`src/rtl/kwm_pkg.sv`:
```
// Shared sizes, codes and types for the sorted lane merge.
package kwm_pkg;

   localparam int LANES        = 8;
   localparam int LANE_DEPTH   = 1024;

   localparam int VALUE_W      = 64;
   localparam int LANE_FIELD_W = 3;
   localparam int STATUS_W     = 2;
   localparam int REM_W        = 14;
   localparam int REM_MAX      = 16383;

   localparam int LANE_W    = (LANES > 1) ? $clog2(LANES) : 1;
   localparam int PTR_W     = $clog2(LANE_DEPTH);
   localparam int CNT_W     = $clog2(LANE_DEPTH + 1);
   localparam int MEM_DEPTH = LANES * LANE_DEPTH;
   localparam int ADDR_W    = $clog2(MEM_DEPTH);
   localparam int TOTAL_W   = $clog2(MEM_DEPTH + 1);
   localparam int SAT_W     = (TOTAL_W > REM_W) ? TOTAL_W : REM_W;

   localparam int QUEUE_DEPTH = 2;
   localparam int QPTR_W      = (QUEUE_DEPTH > 1) ? $clog2(QUEUE_DEPTH) : 1;
   localparam int QCNT_W      = $clog2(QUEUE_DEPTH + 1);

   localparam logic [STATUS_W-1:0] ST_OK    = 2'd0;
   localparam logic [STATUS_W-1:0] ST_EMPTY = 2'd1;
   localparam logic [STATUS_W-1:0] ST_FULL  = 2'd2;

   typedef enum logic [1:0] {
      OP_APPEND,
      OP_POP,
      OP_REJECT
   } op_type;

   typedef struct packed {
      op_type               op;
      logic [LANE_W-1:0]    lane;
      logic [VALUE_W-1:0]   value;
   } cmd_type;

   typedef struct packed {
      logic full;
      logic empty;
   } qstat_type;

   typedef enum logic [1:0] {
      BK_IDLE,
      BK_SCAN,
      BK_POP,
      BK_LOAD
   } back_state_type;

   // saturate the element count into the result field
   function automatic logic [REM_W-1:0] remain_field(input logic [TOTAL_W-1:0] total);
      logic [SAT_W-1:0] wide;
      wide = SAT_W'(total);
      if (wide > SAT_W'(REM_MAX)) begin
         remain_field = REM_W'(REM_MAX);
      end else begin
         remain_field = REM_W'(wide);
      end
   endfunction

endpackage

```
`src/rtl/kwm_front.sv`:
```
// Front end: takes items, sorts them into append, pop or reject commands.
module kwm_front (
   input  logic                             clock,
   input  logic                             reset,
   input  logic                             start,
   output logic                             busy,
   input  logic                             req_mode,
   input  logic [kwm_pkg::LANE_FIELD_W-1:0] req_lane,
   input  logic [kwm_pkg::VALUE_W-1:0]      req_value,
   input  kwm_pkg::qstat_type               qstat,
   output logic                             q_push,
   output kwm_pkg::cmd_type                 q_cmd
);

   logic             slot_valid_ff;
   logic             slot_valid_in;
   kwm_pkg::cmd_type slot_ff;
   kwm_pkg::cmd_type slot_in;
   logic             accept;

   always_comb begin
      busy          = slot_valid_ff & qstat.full;
      accept        = start & ~busy;
      slot_valid_in = accept | (slot_valid_ff & qstat.full);
      q_push        = slot_valid_ff;
      q_cmd         = slot_ff;
   end

   // classify; a lane number beyond the lane count is refused outright
   always_comb begin
      slot_in.lane  = kwm_pkg::LANE_W'(req_lane);
      slot_in.value = req_value;
      if (req_mode) begin
         slot_in.op = kwm_pkg::OP_POP;
      end else if (int'(req_lane) < kwm_pkg::LANES) begin
         slot_in.op = kwm_pkg::OP_APPEND;
      end else begin
         slot_in.op = kwm_pkg::OP_REJECT;
      end
   end

   always_ff @(posedge clock) begin
      if (reset) begin
         slot_valid_ff <= 1'b0;
      end else begin
         slot_valid_ff <= slot_valid_in;
      end
   end

   always_ff @(posedge clock) begin
      if (accept) begin
         slot_ff <= slot_in;
      end
   end

endmodule

```
`config.mk`:
```
export PLATFORM = sky130hd
export DESIGN_NAME = kwm_front
export DESIGN_NICKNAME = d
export VERILOG_FILES = /design/src/rtl/kwm_pkg.sv /design/src/rtl/kwm_front.sv
export SDC_FILE = /design/constraint.sdc
export NUM_CORES = 1
export LEC_CHECK = 0
export ABC_AREA = 1
export BUFFER_PORTS_ARGS = -buffer_cell sky130_fd_sc_hd__buf_2
export CAP_MARGIN = 10
export CORE_UTILIZATION = 43
export CTS_CLUSTER_DIAMETER = 100
export DETAILED_ROUTE_END_ITERATION = 7
export GPL_TIMING_DRIVEN = 0
export PLACE_DENSITY = 0.94
export REMOVE_ABC_BUFFERS = 1
export SLEW_MARGIN = 15
export SYNTH_ARGS = -nofsm -noshare
export SYNTH_HDL_FRONTEND = slang
export SYNTH_SLANG_ARGS = --single-unit
```
`constraint.sdc`:
```
create_clock -name clock -period 7.25 [get_ports clock]
set_clock_uncertainty 0.05 [all_clocks]
set_input_delay 1.45 -clock clock [delete_from_list [all_inputs] [get_ports clock]]
set_output_delay 1.45 -clock clock [all_outputs]
set_load 0.01 [all_outputs]
```
==> flow_summary.toml <==
[status]
status = "finished, final reports clean"

[sta]
timing.final.max_slew_violations = 0
rsz0062_at_grt = "false"
tns_ns = 0
setup_viol = 0
final-hold-violation-count = 0
timing.fmax_mhz = 302
finalWorstSetupSlack_ns = 3.94
layout_min_cycle_time_ns = 3.31
finalCritPeriodShare = 0.456

[final_layout]
fin_util = 0.663
diodes = 0
final-seq-area_sq_um = 2060
fill_cells = 337
finalInstanceArea_sq_um = 3130
multi_input_area_sq_um = 30.0
nNetsFinal = 302
instances_no_fill = 301
drive_above_1_share = 0.679
area_growth_pct = 49.0

[placed_design]
post_dp_cell_area_sq_um = 2930
place_ws_ns = 3.94
place_inst = 285
place_hpwl_um = 3190
place.gp.congestion = 0.715
port_buffers = 141

[synth]
synth_seq_cells = 69
synth_area_sq_um = 2100
yosys.area.top_type = "edfxtp_1"
synth.distinct_cells = 9
synth_cells = 76
ys_seq_area_frac = 0.981
syn_avg_cell_area_sq_um = 27.7
yosysTopAreaCellShare = 0.971
synth_area_leaders = "edfxtp_1, dfxtp_1, a21oi_2"
yosysWarnings = 0

[hold_path]
whs_path_depth = 2
worstHoldEndpoint = "q_push"
hold_class = "register to register"
hold_path_startpoint = "q_push"

[clock_tree]
post_cts_buffers = 0
cts_tree = "built"
numCtsBuffers = 9
insertion_delay_ns = 0.33
cts_buffer_depth = 2
cts-root-buf = "clkbuf_8"
clk_pin_slew_ns = 0.07
cts_num_sinks = 69
cts-resized-gates = 0
htreeDepth = 3
ctsHoldBuffers = 0

[grt]
grt_pass1_wl_um = 5860
grt_util_all_layers = 0.165
antenna_found_initial = 0
first_global_vias = 1264
grt_max_degree = 32
grt-ovfl-total = 0

[power_and_ir_drop]
swShare = 0.202
vdd_drop_max_uv = 176
pwr-share-seq = 0.549
clockPowerShare = 0.373
power_switching_w = 0.000173
power_density_nw_per_um2 = 274
p_leak_nw = 1.37
power_frac_comb = 0.078
internal_power_w = 0.000685

[critical_path]
cp.required_ns = 5.75
reg2reg_slack_ns = 5.91
cp-end-kind = "output pin"
critPathKind = "primary input to output pin"
critical_path_arrival_ns = 1.81
r2r_end = "q_cmd[12]"
start_kind = "primary input"
crit_fanout = 2
ff2ff_path_depth = 4
r2r-start = "q_push"

[floorplan]
die_h_um = 71.9
die_x_um = 71.9
dieArea_sq_um = 5170
ios = 144
initial_core_util = 0.445
core_sq_um = 4720
rows = 25

[routing]
vias = 1284
drt_iter0_markers = 31
drc = 0
ant_nets = 0
vias_per_cell = 4.27
firstDrtPassIters = 6
routed_wl_um = 4230
post_drt_wl_per_cell_um = 14.0

[job]
drv_cap = 0
==> critical path: stages <==
cell	delay, ns
buf_2	0.10
nand2_2	0.07
inv_2	0.05
buf_2	0.13
==> area by class of cell <==
type | instances | area share
clock inverter | 7 | 0.0256
tap | 67 | 0.0268
multi-input combinational | 4 | 0.00958
clock buffer | 9 | 0.0395
sequential | 69 | 0.658
timing repair buffer | 143 | 0.238
inverter | 2 | 0.00240
==> Yosys cell counts, drive strengths merged <==
cell    count
inv         2
dfxtp       1
nor2        1
buf         1
conb        1
a21oi       1
edfxtp     68
nand2       1
==> stage by stage <==
stage	total power, W	hold WS [ns]
floorplan	0.000503	0.455
CTS	0.000868	0.456
global route	0.000887	0.479
detailed placement	0.000548	0.439
finish	0.000858	0.455
global placement	0.000543	0.422
==> flip-flops by register name, summed over array words and instances (netlist names) <==
signal / cells
q_push: 1
q_cmd: 68
==> metal layers <==
| layer | vias to the layer above | share of wire | GRT usage |
|---|---|---|---|
| met4 | 0 | 0.0043 | 0.111 |
| met3 | 2 | 0.11 | 0.0708 |
| li1 | 602 | - | - |
| met2 | 91 | 0.50 | 0.266 |
| met5 | - | 0 | 0 |
| met1 | 589 | 0.39 | 0.179 |
==> cell families after synthesis <==
| logic type | after synthesis | synth area share |
|---|---|---|
| flip-flops | 69 | 0.981 |
| buffers and inverters | 3 | 0.00714 |
| AND/OR/NAND/NOR | 2 | 0.00596 |
| AO/OA/AOI/OAI | 1 | 0.00417 |
| other | 1 | 0.00178 |
==> cell usage in the layout (no fill, tap or decap) <==
| cell | count |
|---|---|
| clkinv_2 | 1 |
| inv_1 | 1 |
| clkbuf_8 | 9 |
| conb_1 | 1 |
| clkinv_1 | 4 |
| nand2_2 | 1 |
| a21oi_2 | 1 |
| dfxtp_1 | 1 |
| buf_2 | 141 |
| nor2_4 | 1 |
| buf_12 | 2 |
| bufinv_16 | 2 |
| edfxtp_1 | 68 |
| inv_2 | 1 |
==> power groups by stage <==
stage	clock (W)	sequential (W)	combinational [W]
CTS	0.000328	0.000472	0.0000679
global placement	0	0.000481	0.0000622
global route	0.000342	0.000473	0.0000722
floorplan	0	0.000494	0.00000829
detailed placement	0	0.000480	0.0000679
finish	0.000320	0.000471	0.0000669
==> worst max-delay path by stage <==
stage | start | endpoint | slack [ns]
2_1_floorplan | qstat[1] | q_cmd[0] | 3.45
3_3_place_gp | qstat[1] | q_cmd[2] | 2.90
3_5_place_dp | qstat[1] | busy | 3.94
4_1_cts | qstat[1] | busy | 3.94
5_1_grt | qstat[1] | busy | 3.92
6_report | qstat[1] | busy | 3.94
No activity file was read; power rests on OpenSTA's default activity.
