--- config.mk ---
export PLATFORM = sky130hd
export DESIGN_NAME = kwm_queue
export DESIGN_NICKNAME = d
export VERILOG_FILES = /design/src/rtl/kwm_pkg.sv /design/src/rtl/kwm_queue.sv
export SDC_FILE = /design/constraint.sdc
export NUM_CORES = 1
export LEC_CHECK = 0
export ABC_AREA = 1
export BUFFER_PORTS_ARGS = -buffer_cell sky130_fd_sc_hd__clkbuf_2
export CORE_MARGIN = 3
export CORE_UTILIZATION = 47
export CTS_CLUSTER_SIZE = 20
export DETAILED_ROUTE_END_ITERATION = 10
export GPL_TIMING_DRIVEN = 0
export PLACE_DENSITY = 0.84
export REMOVE_ABC_BUFFERS = 1
export SETUP_SLACK_MARGIN = 0.5
export SKIP_LAST_GASP = 1
export SLEW_MARGIN = 20
export SYNTH_ARGS = -nofsm -noshare
export SYNTH_HDL_FRONTEND = slang
export SYNTH_SLANG_ARGS = --single-unit
--- constraint.sdc ---
create_clock -name clock -period 4 [get_ports clock]
set_input_delay 0.2 -clock clock [delete_from_list [all_inputs] [get_ports clock]]
set_output_delay 0.2 -clock clock [all_outputs]
set_load 0.01 [all_outputs]
--- src/rtl/kwm_pkg.sv ---
// Shared sizes, codes and types for the sorted lane merge.
package kwm_pkg;

   localparam int LANES        = 8;
   localparam int LANE_DEPTH   = 1024;

   localparam int VALUE_W      = 64;
   localparam int LANE_FIELD_W = 3;
   localparam int STATUS_W     = 2;
   localparam int REM_W        = 14;
   localparam int REM_MAX      = 16383;

   localparam int LANE_W    = (LANES > 1) ? $clog2(LANES) : 1;
   localparam int PTR_W     = $clog2(LANE_DEPTH);
   localparam int CNT_W     = $clog2(LANE_DEPTH + 1);
   localparam int MEM_DEPTH = LANES * LANE_DEPTH;
   localparam int ADDR_W    = $clog2(MEM_DEPTH);
   localparam int TOTAL_W   = $clog2(MEM_DEPTH + 1);
   localparam int SAT_W     = (TOTAL_W > REM_W) ? TOTAL_W : REM_W;

   localparam int QUEUE_DEPTH = 2;
   localparam int QPTR_W      = (QUEUE_DEPTH > 1) ? $clog2(QUEUE_DEPTH) : 1;
   localparam int QCNT_W      = $clog2(QUEUE_DEPTH + 1);

   localparam logic [STATUS_W-1:0] ST_OK    = 2'd0;
   localparam logic [STATUS_W-1:0] ST_EMPTY = 2'd1;
   localparam logic [STATUS_W-1:0] ST_FULL  = 2'd2;

   typedef enum logic [1:0] {
      OP_APPEND,
      OP_POP,
      OP_REJECT
   } op_type;

   typedef struct packed {
      op_type               op;
      logic [LANE_W-1:0]    lane;
      logic [VALUE_W-1:0]   value;
   } cmd_type;

   typedef struct packed {
      logic full;
      logic empty;
   } qstat_type;

   typedef enum logic [1:0] {
      BK_IDLE,
      BK_SCAN,
      BK_POP,
      BK_LOAD
   } back_state_type;

   // saturate the element count into the result field
   function automatic logic [REM_W-1:0] remain_field(input logic [TOTAL_W-1:0] total);
      logic [SAT_W-1:0] wide;
      wide = SAT_W'(total);
      if (wide > SAT_W'(REM_MAX)) begin
         remain_field = REM_W'(REM_MAX);
      end else begin
         remain_field = REM_W'(wide);
      end
   endfunction

endpackage

--- src/rtl/kwm_queue.sv ---
// Short command queue between the front end and the back end.
module kwm_queue (
   input  logic               clock,
   input  logic               reset,
   input  logic               push,
   input  kwm_pkg::cmd_type   push_cmd,
   input  logic               pop,
   output kwm_pkg::cmd_type   head_cmd,
   output kwm_pkg::qstat_type qstat
);

   kwm_pkg::cmd_type            q_ff [kwm_pkg::QUEUE_DEPTH];
   logic [kwm_pkg::QPTR_W-1:0]  wr_ptr_ff;
   logic [kwm_pkg::QPTR_W-1:0]  wr_ptr_in;
   logic [kwm_pkg::QPTR_W-1:0]  rd_ptr_ff;
   logic [kwm_pkg::QPTR_W-1:0]  rd_ptr_in;
   logic [kwm_pkg::QCNT_W-1:0]  cnt_ff;
   logic [kwm_pkg::QCNT_W-1:0]  cnt_in;
   logic                        do_push;
   logic                        do_pop;

   always_comb begin
      qstat.full  = (cnt_ff == kwm_pkg::QCNT_W'(kwm_pkg::QUEUE_DEPTH));
      qstat.empty = (cnt_ff == '0);
      do_push     = push & ~qstat.full;
      do_pop      = pop & ~qstat.empty;
      head_cmd    = q_ff[rd_ptr_ff];

      wr_ptr_in = wr_ptr_ff;
      if (do_push) begin
         wr_ptr_in = (wr_ptr_ff == kwm_pkg::QPTR_W'(kwm_pkg::QUEUE_DEPTH - 1)) ?
                     '0 : wr_ptr_ff + 1'b1;
      end
      rd_ptr_in = rd_ptr_ff;
      if (do_pop) begin
         rd_ptr_in = (rd_ptr_ff == kwm_pkg::QPTR_W'(kwm_pkg::QUEUE_DEPTH - 1)) ?
                     '0 : rd_ptr_ff + 1'b1;
      end
      cnt_in = cnt_ff;
      if (do_push & ~do_pop) begin
         cnt_in = cnt_ff + 1'b1;
      end else if (do_pop & ~do_push) begin
         cnt_in = cnt_ff - 1'b1;
      end
   end

   always_ff @(posedge clock) begin
      if (reset) begin
         wr_ptr_ff <= '0;
         rd_ptr_ff <= '0;
         cnt_ff    <= '0;
      end else begin
         wr_ptr_ff <= wr_ptr_in;
         rd_ptr_ff <= rd_ptr_in;
         cnt_ff    <= cnt_in;
      end
   end

   always_ff @(posedge clock) begin
      if (do_push) begin
         q_ff[wr_ptr_ff] <= push_cmd;
      end
   end

endmodule

==> impl_metrics.json <==
{
  "vias_per_cell": 4.82,
  "total_power_w": 0.00433,
  "endpoint": "head_cmd[53]",
  "grt_pass1_vias": 3383,
  "totalWireLength_um": 10200,
  "arrival_ps": 2050,
  "cp_max_fo": 40,
  "multi_input_area_um2": 938,
  "cts_htree_levels": 4,
  "slowest_delay_ps": 740,
  "cts_tree": "yes",
  "syn2layout_area_growth_pct": 40.9,
  "cts_setup_buffers": 0,
  "grt_usage_pct": 17.1,
  "grt.overflow.total": 0,
  "syn_area_um2": 5260,
  "crit_family": "flip-flops",
  "pwr_density_cell_nw_per_um2": 584,
  "cp.depth": 3,
  "die_h_um": 112,
  "finalWorstPathRequiredPeriod_ps": 2250,
  "globalplace.congestion": 0.708,
  "yosysTopAreaCellShare_pct": 78.7,
  "layout_commonest_cell": "clkbuf_2",
  "final-max-slew-violation-count": 0,
  "clk_pin_slew_worst_paths_ps": 60,
  "critPathCaptureType": "output pin",
  "drive_gt1_share_pct": 49.2,
  "numCtsBuffers": 17,
  "critPathLaunchType": "flop",
  "antenna_cells": 0,
  "yosysSeqAreaShare_pct": 80.6,
  "ios": 144,
  "reg2reg_depth": 9,
  "required_ps": 3800,
  "r2r_end": "cnt_ff[1]$_SDFFE_PP0P_",
  "dp.final_hpwl_um": 6090,
  "nNetsFinal": 555,
  "yosys.area.top_type": "edfxtp_1",
  "num_rows": 38,
  "fin_worst_skew_ps": 6.18,
  "netlist_instances": 252,
  "cts.sinks": 143,
  "regToRegSetupSlack_ps": 2210,
  "rr_startpoint": "cnt_ff[1]$_SDFFE_PP0P_",
  "drtIter0Drc": 137,
  "setup_tns_ps": 0,
  "critPathBufInv": 2,
  "seq_area_um2": 4250,
  "setup-violations-final": 0,
  "ys_seq_elements": 143,
  "fmax_ghz": 0.444,
  "maxCapViolCount": 0,
  "core_um2": 10900,
  "place_inst": 532,
  "root_buffer": "clkbuf_8",
  "outcome": "complete, no violations",
  "grt_pass1_wl_um": 16600,
  "fin_crit_sh_pct": 56.3,
  "final_area_um2": 7420,
  "clock_path_buffers": 2,
  "clk_latency_ps": 510,
  "post_dp_cell_area_um2": 6210,
  "avgSynthCellArea_um2": 20.9,
  "final_cells": 634,
  "die_w_um": 112,
  "crit_path_top_delay_cell": "dfxtp_4",
  "power_leakage_nw": 2.88,
  "drt_pass1_iterations": 4,
  "relSlewSlack_pct": 57.5,
  "start_util_pct": 48.3,
  "irDropWorstVdd_uv": 332,
  "io_buffers": 143,
  "hold_path.class": "in -> reg",
  "crit_type": "reg -> out",
  "ant_nets": 0,
  "antenna_found_initial": 0,
  "grt_max_degree": 41,
  "hold_viol_final": 0,
  "whs_ps": 157,
  "vias": 3059,
  "drc": 0,
  "rsz0062_at_grt": "false",
  "layout_common_cells": "143 x clkbuf_2, 138 x edfxtp_1, 70 x dlygate4sd3_1",
  "cp_cell_sequence": "buf_12 > mux2_2 > clkbuf_2",
  "synth.area.top_cells": "edfxtp_1 79%, mux2_2 13%, mux2_4 2.9%",
  "num-fill-cells": 720,
  "worst_pin_slew_ps": 637,
  "synth_cell_types": 17,
  "ys.warnings.count": 0,
  "fp.dieArea_um2": 12500,
  "avgRoutedWirePerCell_um": 16.2
}
state kept, by name, indices dropped and copies added, names as in the netlist, named ones only:
signal / flops
q_ff: 138
cnt_ff: 2
rd_ptr_ff: 1
wr_ptr_ff: 1
what timing repair did:
item                                   CTS  global route
hold buffers                            70             0
gates resized for setup                  0             0
endpoints found under the hold margin  142             0
report_power, final:
group          internal [W]  leakage (nW)  switching (W)  total, W
sequential          0.00190          1.33       0.000105   0.00200
combinational      0.000490          1.30       0.000490  0.000980
clock              0.000812         0.246       0.000536   0.00135
worst reg2reg max path, delay by kind of cell, from the launching register on:
family / cells / cell delay [ps]
AO/OA/AOI/OAI: 1 / 430
adder cells (fa/ha/maj): 1 / 360
buffers and inverters: 4 / 330
flip-flops: 1 / 370
AND/OR/NAND/NOR: 3 / 230
routing by layer:
| metal | track usage (%) | up-vias | part of all wire (%) |
|---|---|---|---|
| li1 | - | 1439 | - |
| met1 | 18.7 | 1494 | 37 |
| met2 | 30.9 | 107 | 55 |
| met3 | 5.00 | 19 | 5.6 |
| met4 | 7.46 | 0 | 1.8 |
| met5 | 0 | - | 0 |
worst min path at each step:
stage,endpoint,depth (start not counted),from
after floorplan,q_ff[0][0]$_DFFE_PP_,0,push_cmd[0]
after global placement,q_ff[1][9]$_DFFE_PP_,1,push_cmd[9]
after detailed placement,q_ff[1][9]$_DFFE_PP_,1,push_cmd[9]
after CTS,flop,4,pop
after global routing,flop,4,pop
final,flop,4,pop
per-stage QoR:
stage,utilization (%),setup WS (ps)
detailed placement,57.0,2190
floorplan,-,110
global route,68.1,1630
CTS,68.1,1700
finish,68.1,1750
global placement,56.0,-1400
cells in the mapped netlist (all sizes together):
cell type / number
o21ai: 5
and2: 1
nor2: 9
nand4: 1
edfxtp: 138
nand2: 4
a21oi: 1
buf: 8
nand3: 1
ha: 1
mux2: 69
dfxtp: 5
inv: 9
logic make-up (layout without fill, tap and decap cells):
logic type / after synthesis / in the layout / share of synthesized area (%)
adder cells (fa/ha/maj): 1 / 1 / 0.238
AND/OR/NAND/NOR: 16 / 16 / 1.26
buffers and inverters: 17 / 259 / 1.83
multiplexers: 69 / 69 / 15.5
flip-flops: 143 / 143 / 80.6
AO/OA/AOI/OAI: 6 / 6 / 0.570
final cells by class:
type	count	share of cell area, %
Sequential cell	143	57.3
Timing Repair Buffer	218	20.4
Multi-Input combinational cell	92	12.7
Clock buffer	23	5.89
Tap cell	140	2.36
Clock inverter	9	0.928
Inverter	9	0.455
Note: power is estimated with default switching activity, not from simulation.
